<file path="src/rtl/pds_pkg.sv">
// shared types and constants of the pll divider search block
package pds_pkg;

  localparam int unsigned REF_W     = 32;
  localparam int unsigned VCO_W     = 33;
  localparam int unsigned FRAC_W    = 16;
  localparam int unsigned DVD_W     = VCO_W + FRAC_W;
  localparam int unsigned DVS_W     = REF_W;
  localparam int unsigned STEP_W    = $clog2(DVD_W + 1);

  localparam int unsigned MAX_PREDIV_DEF = 32;

  localparam logic [REF_W-1:0] REF_RESET   = 32'd25000000;
  localparam logic [VCO_W-1:0] THRESH_LOW  = 33'd3750000000;
  localparam logic [VCO_W-1:0] THRESH_HIGH = 33'd4000000000;
  localparam logic [15:0]      MINT_MIN    = 16'd16;

  localparam logic [STEP_W-1:0] STEPS_REF = STEP_W'(REF_W);
  localparam logic [STEP_W-1:0] STEPS_VCO = STEP_W'(DVD_W);

  typedef enum logic [1:0] {
    ST_OK       = 2'd0,
    ST_NO_PDIV  = 2'd1,
    ST_DIV_ZERO = 2'd2
  } status_e;

  typedef struct packed {
    logic              start;
    logic [STEP_W-1:0] steps;
  } div_req_t;

endpackage

</file>
<file path="src/rtl/pds_serdiv.sv">
// bit-serial restoring divider, one quotient bit per cycle
module pds_serdiv (
  input  logic                         clk_i,
  input  logic                         rst_ni,
  input  pds_pkg::div_req_t            req_i,
  input  logic [pds_pkg::DVD_W-1:0]    dividend_i,
  input  logic [pds_pkg::DVS_W-1:0]    divisor_i,
  output logic                         done_o,
  output logic [pds_pkg::DVD_W-1:0]    quotient_o
);

  logic [pds_pkg::DVD_W-1:0]  dvd_q, dvd_d;
  logic [pds_pkg::DVS_W-1:0]  dvs_q;
  logic [pds_pkg::DVS_W-1:0]  rem_q, rem_d;
  logic [pds_pkg::STEP_W-1:0] cnt_q;
  logic                       busy_q, done_q;
  logic [pds_pkg::DVS_W:0]    shifted;
  logic [pds_pkg::DVS_W:0]    diff;
  logic                       ge;

  // dividend shifts out at the top while quotient bits shift in at the bottom
  always_comb begin
    shifted = {rem_q, dvd_q[pds_pkg::DVD_W-1]};
    diff    = shifted - {1'b0, dvs_q};
    ge      = (shifted >= {1'b0, dvs_q});
    rem_d   = ge ? diff[pds_pkg::DVS_W-1:0] : shifted[pds_pkg::DVS_W-1:0];
    dvd_d   = {dvd_q[pds_pkg::DVD_W-2:0], ge};
  end

  always_ff @(posedge clk_i or negedge rst_ni) begin
    if (!rst_ni) begin
      busy_q <= 1'b0;
      done_q <= 1'b0;
      cnt_q  <= '0;
    end else if (req_i.start) begin
      busy_q <= 1'b1;
      done_q <= 1'b0;
      cnt_q  <= req_i.steps;
    end else if (busy_q) begin
      cnt_q <= cnt_q - 1'b1;
      if (cnt_q == pds_pkg::STEP_W'(1)) begin
        busy_q <= 1'b0;
        done_q <= 1'b1;
      end
    end else begin
      done_q <= 1'b0;
    end
  end

  always_ff @(posedge clk_i) begin
    if (req_i.start) begin
      dvd_q <= dividend_i;
      dvs_q <= divisor_i;
      rem_q <= '0;
    end else if (busy_q) begin
      dvd_q <= dvd_d;
      rem_q <= rem_d;
    end
  end

  assign done_o     = done_q;
  assign quotient_o = dvd_q;

endmodule

</file>
<file path="src/rtl/pll_divider_search_top.sv">
// Converts a requested VCO frequency into PLL predivider and feedback divider
// codes. Each predivider p from 1 up to MAX_PREDIV is tried in turn on one
// shared bit-serial divider: first ref_clock_hz / p, then (vco_hz << 16) / d,
// with a start and done handshake around each division, until a candidate
// gives a large enough integer code or the last predivider has been tried.
// A new item is taken whenever the search is idle, even while the previous
// result is still waiting in the output register.
module pll_divider_search_top #(
  parameter int unsigned MAX_PREDIV = pds_pkg::MAX_PREDIV_DEF
) (
  input  logic                        clk_i,
  input  logic                        rst_ni,
  input  logic                        ref_clock_hz_we_i,
  input  logic [pds_pkg::REF_W-1:0]   ref_clock_hz_i,
  input  logic                        in_valid_i,
  output logic                        in_stall_o,
  input  logic [pds_pkg::VCO_W-1:0]   vco_hz_i,
  output logic                        out_valid_o,
  input  logic                        out_stall_i,
  output logic [4:0]                  prediv_code_o,
  output logic [15:0]                 int_code_o,
  output logic [15:0]                 frac_part_o,
  output logic                        vco_mode_on_o,
  output logic                        low_freq_on_o,
  output logic [1:0]                  status_o
);

  localparam int unsigned PW = $clog2(MAX_PREDIV + 1);

  typedef enum logic [1:0] {
    S_IDLE,
    S_DREF,
    S_DVCO,
    S_DONE
  } state_e;

  state_e                        state_q;
  logic [pds_pkg::REF_W-1:0]     ref_q;
  logic [pds_pkg::VCO_W-1:0]     vco_q;
  logic [PW-1:0]                 p_q;
  pds_pkg::div_req_t             div_req_q;
  logic [pds_pkg::DVD_W-1:0]     div_dvd_q;
  logic [pds_pkg::DVS_W-1:0]     div_dvs_q;
  logic                          div_done;
  logic [pds_pkg::DVD_W-1:0]     div_quot;
  logic [31:0]                   quot_lo;
  logic [PW+4:0]                 pm1_ext;
  logic [15:0]                   mint;

  logic                          mode_q, lowf_q;
  logic [4:0]                    pcode_q;
  logic [15:0]                   icode_q, frac_q;
  pds_pkg::status_e              status_q;

  logic                          out_valid_q;
  logic [4:0]                    out_pcode_q;
  logic [15:0]                   out_icode_q, out_frac_q;
  logic                          out_mode_q, out_lowf_q;
  pds_pkg::status_e              out_status_q;

  pds_serdiv u_div (
    .clk_i      (clk_i),
    .rst_ni     (rst_ni),
    .req_i      (div_req_q),
    .dividend_i (div_dvd_q),
    .divisor_i  (div_dvs_q),
    .done_o     (div_done),
    .quotient_o (div_quot)
  );

  assign quot_lo = div_quot[31:0];
  assign mint    = quot_lo[31:16];
  assign pm1_ext = {5'b0, p_q - PW'(1)};

  always_ff @(posedge clk_i or negedge rst_ni) begin
    if (!rst_ni) begin
      ref_q <= pds_pkg::REF_RESET;
    end else if (ref_clock_hz_we_i) begin
      ref_q <= ref_clock_hz_i;
    end
  end

  always_ff @(posedge clk_i or negedge rst_ni) begin
    if (!rst_ni) begin
      state_q     <= S_IDLE;
      div_req_q   <= '0;
      out_valid_q <= 1'b0;
    end else begin
      if (out_valid_q && !out_stall_i && (state_q != S_DONE)) begin
        out_valid_q <= 1'b0;
      end
      case (state_q)
        S_IDLE: begin
          div_req_q.start <= in_valid_i;
          if (in_valid_i) begin
            vco_q           <= vco_hz_i;
            mode_q          <= (vco_hz_i < pds_pkg::THRESH_HIGH);
            lowf_q          <= (vco_hz_i <= pds_pkg::THRESH_LOW) ||
                               (vco_hz_i >= pds_pkg::THRESH_HIGH);
            p_q             <= PW'(1);
            div_dvd_q       <= {ref_q, (pds_pkg::DVD_W - pds_pkg::REF_W)'(0)};
            div_dvs_q       <= pds_pkg::DVS_W'(1);
            div_req_q.steps <= pds_pkg::STEPS_REF;
            state_q         <= S_DREF;
          end
        end
        S_DREF: begin
          div_req_q.start <= div_done && (quot_lo != '0);
          if (div_done) begin
            if (quot_lo == '0) begin
              pcode_q  <= '0;
              icode_q  <= '0;
              frac_q   <= '0;
              status_q <= pds_pkg::ST_DIV_ZERO;
              state_q  <= S_DONE;
            end else begin
              div_dvd_q       <= {vco_q, pds_pkg::FRAC_W'(0)};
              div_dvs_q       <= quot_lo;
              div_req_q.steps <= pds_pkg::STEPS_VCO;
              state_q         <= S_DVCO;
            end
          end
        end
        S_DVCO: begin
          div_req_q.start <= div_done && (mint < pds_pkg::MINT_MIN) &&
                             (p_q != PW'(MAX_PREDIV));
          if (div_done) begin
            if (mint >= pds_pkg::MINT_MIN) begin
              pcode_q  <= pm1_ext[4:0];
              icode_q  <= mint - pds_pkg::MINT_MIN;
              frac_q   <= quot_lo[15:0];
              status_q <= pds_pkg::ST_OK;
              state_q  <= S_DONE;
            end else if (p_q == PW'(MAX_PREDIV)) begin
              pcode_q  <= '0;
              icode_q  <= '0;
              frac_q   <= '0;
              status_q <= pds_pkg::ST_NO_PDIV;
              state_q  <= S_DONE;
            end else begin
              // next predivider
              p_q             <= p_q + PW'(1);
              div_dvd_q       <= {ref_q, (pds_pkg::DVD_W - pds_pkg::REF_W)'(0)};
              div_dvs_q       <= pds_pkg::DVS_W'(p_q + PW'(1));
              div_req_q.steps <= pds_pkg::STEPS_REF;
              state_q         <= S_DREF;
            end
          end
        end
        S_DONE: begin
          div_req_q.start <= 1'b0;
          // wait for the output register to free up
          if (!out_valid_q || !out_stall_i) begin
            out_valid_q  <= 1'b1;
            out_pcode_q  <= pcode_q;
            out_icode_q  <= icode_q;
            out_frac_q   <= frac_q;
            out_mode_q   <= mode_q;
            out_lowf_q   <= lowf_q;
            out_status_q <= status_q;
            state_q      <= S_IDLE;
          end
        end
        default: begin
          div_req_q.start <= 1'b0;
          state_q         <= S_IDLE;
        end
      endcase
    end
  end

  assign in_stall_o    = (state_q != S_IDLE);
  assign out_valid_o   = out_valid_q;
  assign prediv_code_o = out_pcode_q;
  assign int_code_o    = out_icode_q;
  assign frac_part_o   = out_frac_q;
  assign vco_mode_on_o = out_mode_q;
  assign low_freq_on_o = out_lowf_q;
  assign status_o      = out_status_q;

endmodule

</file>
<file path="config.mk">
export PLATFORM = sky130hd
export DESIGN_NAME = pll_divider_search_top
export DESIGN_NICKNAME = d
export VERILOG_FILES = /design/src/rtl/pds_pkg.sv /design/src/rtl/pds_serdiv.sv /design/src/rtl/pll_divider_search_top.sv
export SDC_FILE = /design/constraint.sdc
export NUM_CORES = 1
export LEC_CHECK = 0
export BUFFER_PORTS_ARGS = -buffer_cell sky130_fd_sc_hd__buf_2
export CAP_MARGIN = 40
export CELL_PAD_IN_SITES_DETAIL_PLACEMENT = 1
export CELL_PAD_IN_SITES_GLOBAL_PLACEMENT = 2
export CORE_ASPECT_RATIO = 1.75
export CORE_UTILIZATION = 42
export DETAILED_ROUTE_END_ITERATION = 7
export PLACE_DENSITY_LB_ADDON = 0.1
export SLEW_MARGIN = 20
export SYNTH_ARGS = -nofsm -noshare
export SYNTH_HDL_FRONTEND = slang
export SYNTH_SLANG_ARGS = --single-unit
</file>
<file path="constraint.sdc">
create_clock -name clk_i -period 8.1 [get_ports clk_i]
set_input_delay 0.405 -clock clk_i [delete_from_list [all_inputs] [get_ports clk_i]]
set_output_delay 0.405 -clock clk_i [all_outputs]
set_load 0.02 [all_outputs]
</file>
* Yosys cells after proc, flatten, opt, wreduce, memory -nomap -nowiden
Index checks and enable logic that the tools add are counted.
** Word-level totals
- Register bits :: 365
- Input bits :: 70
- Output and inout bits :: 43
- Word-level logic and storage cells :: 150
** Operators by class
- Add/subtract/negate cells :: 6
- Magnitude comparators :: 6
- Equal/unequal tests :: 17
- Muxes and demuxes :: 70
- Reductions and logical operators :: 24
** Operators with widths (number)
- $mux W49 :: 8
- $mux W32 :: 7
- $pmux W49 S3 :: 1
- $mux W16 :: 7
- $pmux W32 S3 :: 1
- $mux W6 :: 12
- $pmux W16 S2 :: 2
- $ge A33 B32 Y1 :: 1
- $ge A33 B32 Y1 const B :: 1
- $le A33 B32 Y1 const B :: 1
- $lt A33 B32 Y1 const B :: 1
- $logic_not A32 Y1 :: 1
- $reduce_bool A32 Y1 :: 1
- $sub A32 B32 Y32 :: 1
- $mux W5 :: 5
- $mux W2 :: 11
- $pmux W6 S3 :: 1
- $ge A16 B5 Y1 const B :: 1
- $lt A16 B5 Y1 const B :: 1
- $sub A16 B5 Y16 const B :: 1
- $ne A2 B2 Y1 const B :: 7
- $pmux W6 S2 :: 1
- $reduce_and A6 Y1 :: 2
- $mux W1 :: 10
- 25 further kinds :: 38

* Longest topological paths before layout
- Depth in word-level cells :: 6
- Gate-level depth with buffers :: 12
- Depth with buffers taken out :: 11

* Modules after synthesis
A second synthesis with hierarchy kept.
** Second synthesis, totals
- Cell total of the unflattened synthesis :: 1170
- Area total of the unflattened synthesis :: 15616.2 um^2
** By module, submodules not included
- pll_divider_search_top :: times used 1, cells each 542, area each 8808.4 um^2, sequential area each 6551.3 um^2
- pds_serdiv :: times used 1, cells each 628, area each 6807.8 um^2, sequential area each 3273.1 um^2

* Worst setup path before layout
No wires, ideal clock.
- Kind :: register to register
- Start :: register u_div.dvd_q, in the netlist u_div.quotient_o[23]
- End :: register div_dvd_q[16] (netlist name), enable pin
- Library setup time :: 488 ps
- Data arrival time :: 5203 ps
- Data required time :: 7612 ps
- Path slack :: 2409 ps
- Cell stages (with the launch flop) :: 10
- Path buffers :: 1
- Period minus slack after synthesis :: 5691 ps
- Path through :: edfxtp_1 or4_4 nor2_2 nand2_2 or3_1 buf_6 a31oi_4 a21oi_2 or4_4 nor2_1
** Between the ends
- Cells in the longest elaborated chain, start to end :: 3
- Elaborated cells between the ends (all ways) :: 5
- Those cells by class :: order compare (1); eq/ne (2); reduce/logical (2)
** RTL lines
- start, declared :: line pds_serdiv.sv:12 : logic [pds_pkg::DVD_W-1:0] dvd_q, dvd_d;
- start signal, assigned :: line pds_serdiv.sv:52 : dvd_q <= dividend_i;
- start signal, assigned :: line pds_serdiv.sv:56 : dvd_q <= dvd_d;
- $ge A16 B5 Y1 or $logic_not A32 Y1 (tied branches) :: line pll_divider_search_top.sv:128, pll_divider_search_top.sv:110
- $ne A2 B2 Y1 (no line)
- $reduce_and A8 Y1 (no line) *
- end signal, assigned :: line pll_divider_search_top.sv:101 : div_dvd_q <= {ref_q, (pds_pkg::DVD_W - pds_pkg::REF_W)'(0)};
- end signal, assigned :: line pll_divider_search_top.sv:117 : div_dvd_q <= {vco_q, pds_pkg::FRAC_W'(0)};
- end signal, assigned :: line pll_divider_search_top.sv:143 : div_dvd_q <= {ref_q, (pds_pkg::DVD_W - pds_pkg::REF_W)'(0)};
- end, declared :: line pll_divider_search_top.sv:42 : logic [pds_pkg::DVD_W-1:0] div_dvd_q;
Every way passes the cells marked *; elsewhere a longest branch is shown, timed or not.
A chain may end at the register's enable or synchronous reset.

* Worst setup path in the final report
- Start :: register u_div.dvd_q, in the netlist u_div.quotient_o[22]
- End :: register div_dvd_q[42] (netlist name), enable pin
The elaborated chain is that of the path after synthesis.

==> flow_metrics.py <==
metrics = {
    "floorplanning": {
        "die_h_um": 254.4,
        "dieArea_um2": 37210,
        "start_util_pct": 42.58,
        "core_um2": 35910,
        "die_w_um": 146.2,
        "rows": 92,
        "ios": 113,
    },
    "cts": {
        "post_cts_buffers": 0,
        "cts_tree": "done",
        "cts-root-buf": "clkbuf_16",
        "clk_latency_ns": 0.53,
        "post_cts_resized": 0,
        "cts_sinks": 345,
        "clock_path_buffers": 3,
        "htreeDepth": 2,
        "holdBufCountCts": 1,
        "clkSlewWorstSetupHoldPaths_ns": 0.06,
        "cts_buffers": 35,
    },
    "logic_synthesis": {
        "ys_seq_elements": 345,
        "synth_ff_type": "edfxtp_1",
        "synthAdderAreaFrac_pct": 3.731,
        "synth_cell_types": 69,
        "synth_edf_count": 267,
        "synth_top_cell_area_share_pct": 52.43,
        "async_flop_share_pct": 13.33,
        "postSynthAreaPerCell_um2": 13.06,
        "yosys_warnings": 0,
        "syn_nets": 1286,
        "synth.most_common_cell": "edfxtp_1",
        "synth-seq-area-share_pct": 64.24,
        "synth_top_family_by_area": "simple AND/OR/NAND/NOR gates",
        "synth_xor_area_share_pct": 2.348,
        "netlist_instances": 1171,
        "ys_top_cells_by_count": "edfxtp_1, mux2_2, nand2_1, nor2_1, inv_1",
        "synth_compound_area_share_pct": 7.731,
        "synthMuxAreaShare_pct": 7.813,
        "syn-cell-area_um2": 15290,
        "synth.area.top_cells": "edfxtp_1, mux2_2, dfrtp_1",
        "yosys.area_share.simple_pct": 11.40,
        "synth_area_leader_cell": "edfxtp_1",
    },
    "final_layout": {
        "nets": 1407,
        "post-route-util_pct": 49.16,
        "area_growth_pct": 15.45,
        "drive_gt1_share_pct": 23.08,
        "diodes": 0,
    },
    "grt": {
        "grt_usage_pct": 20.85,
        "grt_antenna_before_repair": 0,
        "grt_max_degree": 51,
        "gr-total-overflow": 0,
        "grt_pass1_wl_um": 59280,
        "first_global_vias": 10330,
    },
    "hold_path": {
        "hold_path.class": "in -> reg",
    },
    "status": {
        "status": "finished, final reports clean",
    },
    "setup_path": {
        "crit_type": "reg -> reg",
        "cp_cell_sequence": "or4_4, nor2_2, nand2_2, or3_1, a31oi_4, a21oi_2, or4_4, nor2_4, buf_4, buf_16",
        "crit_family": "simple AND/OR/NAND/NOR gates",
        "worst_setup_path_end_kind": "flop",
        "crit_slowest_cell": "or4_4",
        "crit_top_cell": "or4_4",
        "start_kind": "flop",
        "worstPathArrival_ns": 4.03,
        "r2r_slack_ns": 4.27,
        "critPathBufInv": 2,
        "worstPathRequired_ns": 8.29,
        "max_stage_delay_ns": 0.57,
        "crit_fanout": 43,
    },
    "drt": {
        "drc": 0,
        "wire_per_inst_um": 21.10,
        "drtPass1Iterations": 4,
        "via_per_inst": 5.290,
        "wirelength_um": 37700,
        "vias": 9453,
        "drtAntennaViolNets": 0,
        "drt_iter0_markers": 328,
    },
    "timing": {
        "fin_crit_sh_pct": 47.32,
        "rsz0062_at_grt": "false",
        "slew_viol_final": 0,
        "worst_slew_pin_slew_ns": 0.8452,
        "hold_viol": 0,
        "max_freq_mhz": 260.9,
        "skew_ns": 0.02054,
        "period_needed_ns": 3.833,
        "slew_headroom_pct": 43.65,
        "finalSetupViolations": 0,
        "setup_tns_ns": 0,
    },
    "power": {
        "p_leak_nw": 6.667,
        "peakVddDrop_uv": 202.6,
        "power_density_nw_per_um2": 414.9,
    },
    "placed_design": {
        "hpwlAfterDp_um": 27280,
        "gp_congestion": 0.8407,
        "io_buffers": 112,
    },
    "job": {
        "cap_violations": 0,
    },
}
-- stage by stage --
step	cell area, um^2	setup slack [ns]	hold WS (ns)	total power [mW]	instances
after floorplan	15290	2.409	0.1094	4.805	1171
after global placement	16390	4.180	0.3999	5.654	1717
after detailed placement	16510	4.258	0.3972	5.809	1723
after CTS	17630	4.237	0.04567	7.436	1786
after global routing	17660	4.063	0.04917	7.797	1787
final	17660	4.267	0.07165	7.326	1787
-- routing by layer --
layer / GRT usage [%] / part of all wire [%] / vias up
li1: - / - / 4510
met4: 7.113 / 2.5 / 0
met1: 23.27 / 40 / 4745
met5: 0 / 0 / -
met2: 40.29 / 55 / 152
met3: 2.719 / 2.9 / 46
-- power by group --
| group | leakage, nW | internal [mW] | switching, mW |
|---|---|---|---|
| Clock | 0.531 | 0.922 | 0.671 |
| Sequential | 3.32 | 2.59 | 0.353 |
| Combinational | 2.81 | 1.12 | 1.67 |
| Total | 6.67 | 4.64 | 2.69 |
-- worst paths after layout --
| path | start | end | cells after the start |
|---|---|---|---|
| worst min-delay path | vco_hz_i[5] | vco_q[5]$_DFFE_PP_ | 1 |
| worst max-delay path | u_div.quotient_o[22]$_DFFE_PP_ | div_dvd_q[42]$_DFFE_PP_ | 10 |
| max in group asynchronous | rst_ni | div_req_q[6]$_DFF_PN0_ | 3 |
| min in group asynchronous | rst_ni | ref_q[30]$_DFFE_PN0P_ | 2 |
| worst max register to register | u_div.quotient_o[22]$_DFFE_PP_ | div_dvd_q[42]$_DFFE_PP_ | 10 |
| worst min register to register | div_dvs_q[24]$_DFFE_PP_ | u_div.dvs_q[24]$_DFFE_PP_ | 0 |
-- sequential cells by signal, summed over array words and instances, names as in the netlist, 16 cells and up --
name              count
frac_q               16
vco_q                33
u_div.quotient_o     49
div_dvd_q            33
u_div.dvs_q          32
div_dvs_q            32
int_code_o           16
ref_q                32
frac_part_o          16
icode_q              16
u_div.rem_q          32
-- layout make-up --
cell class,count,area (um^2)
Inverter,64,240.2
Sequential cell,345,9829
Fill cell,3725,18260
Multi-Input combinational cell,717,5104
Clock buffer,51,998.5
Timing Repair Buffer,129,784.5
Clock inverter,11,112.6
Tap cell,470,588.1
-- placed cells by master (no fill, tap or decap), types with 28 or more instances in the layout --
| master | n |
|---|---|
| clkbuf_16 | 37 |
| mux2_2 | 95 |
| xnor2_1 | 28 |
| buf_2 | 113 |
| a21oi_1 | 46 |
| edfxtp_1 | 267 |
| nand2_1 | 86 |
| dfrtp_1 | 32 |
| o21ai_0 | 48 |
| and2_1 | 51 |
| inv_1 | 62 |
| dfxtp_1 | 32 |
| nor2_1 | 70 |
| ha_1 | 43 |
-- kinds of logic after synthesis --
| group | after synthesis |
|---|---|
| xor+xnor | 41 |
| flops | 345 |
| fa+ha+maj | 45 |
| compound gates | 180 |
| mux | 107 |
| simple gates | 344 |
| buf+inv | 109 |
No activity file was read; power rests on OpenSTA's default activity.
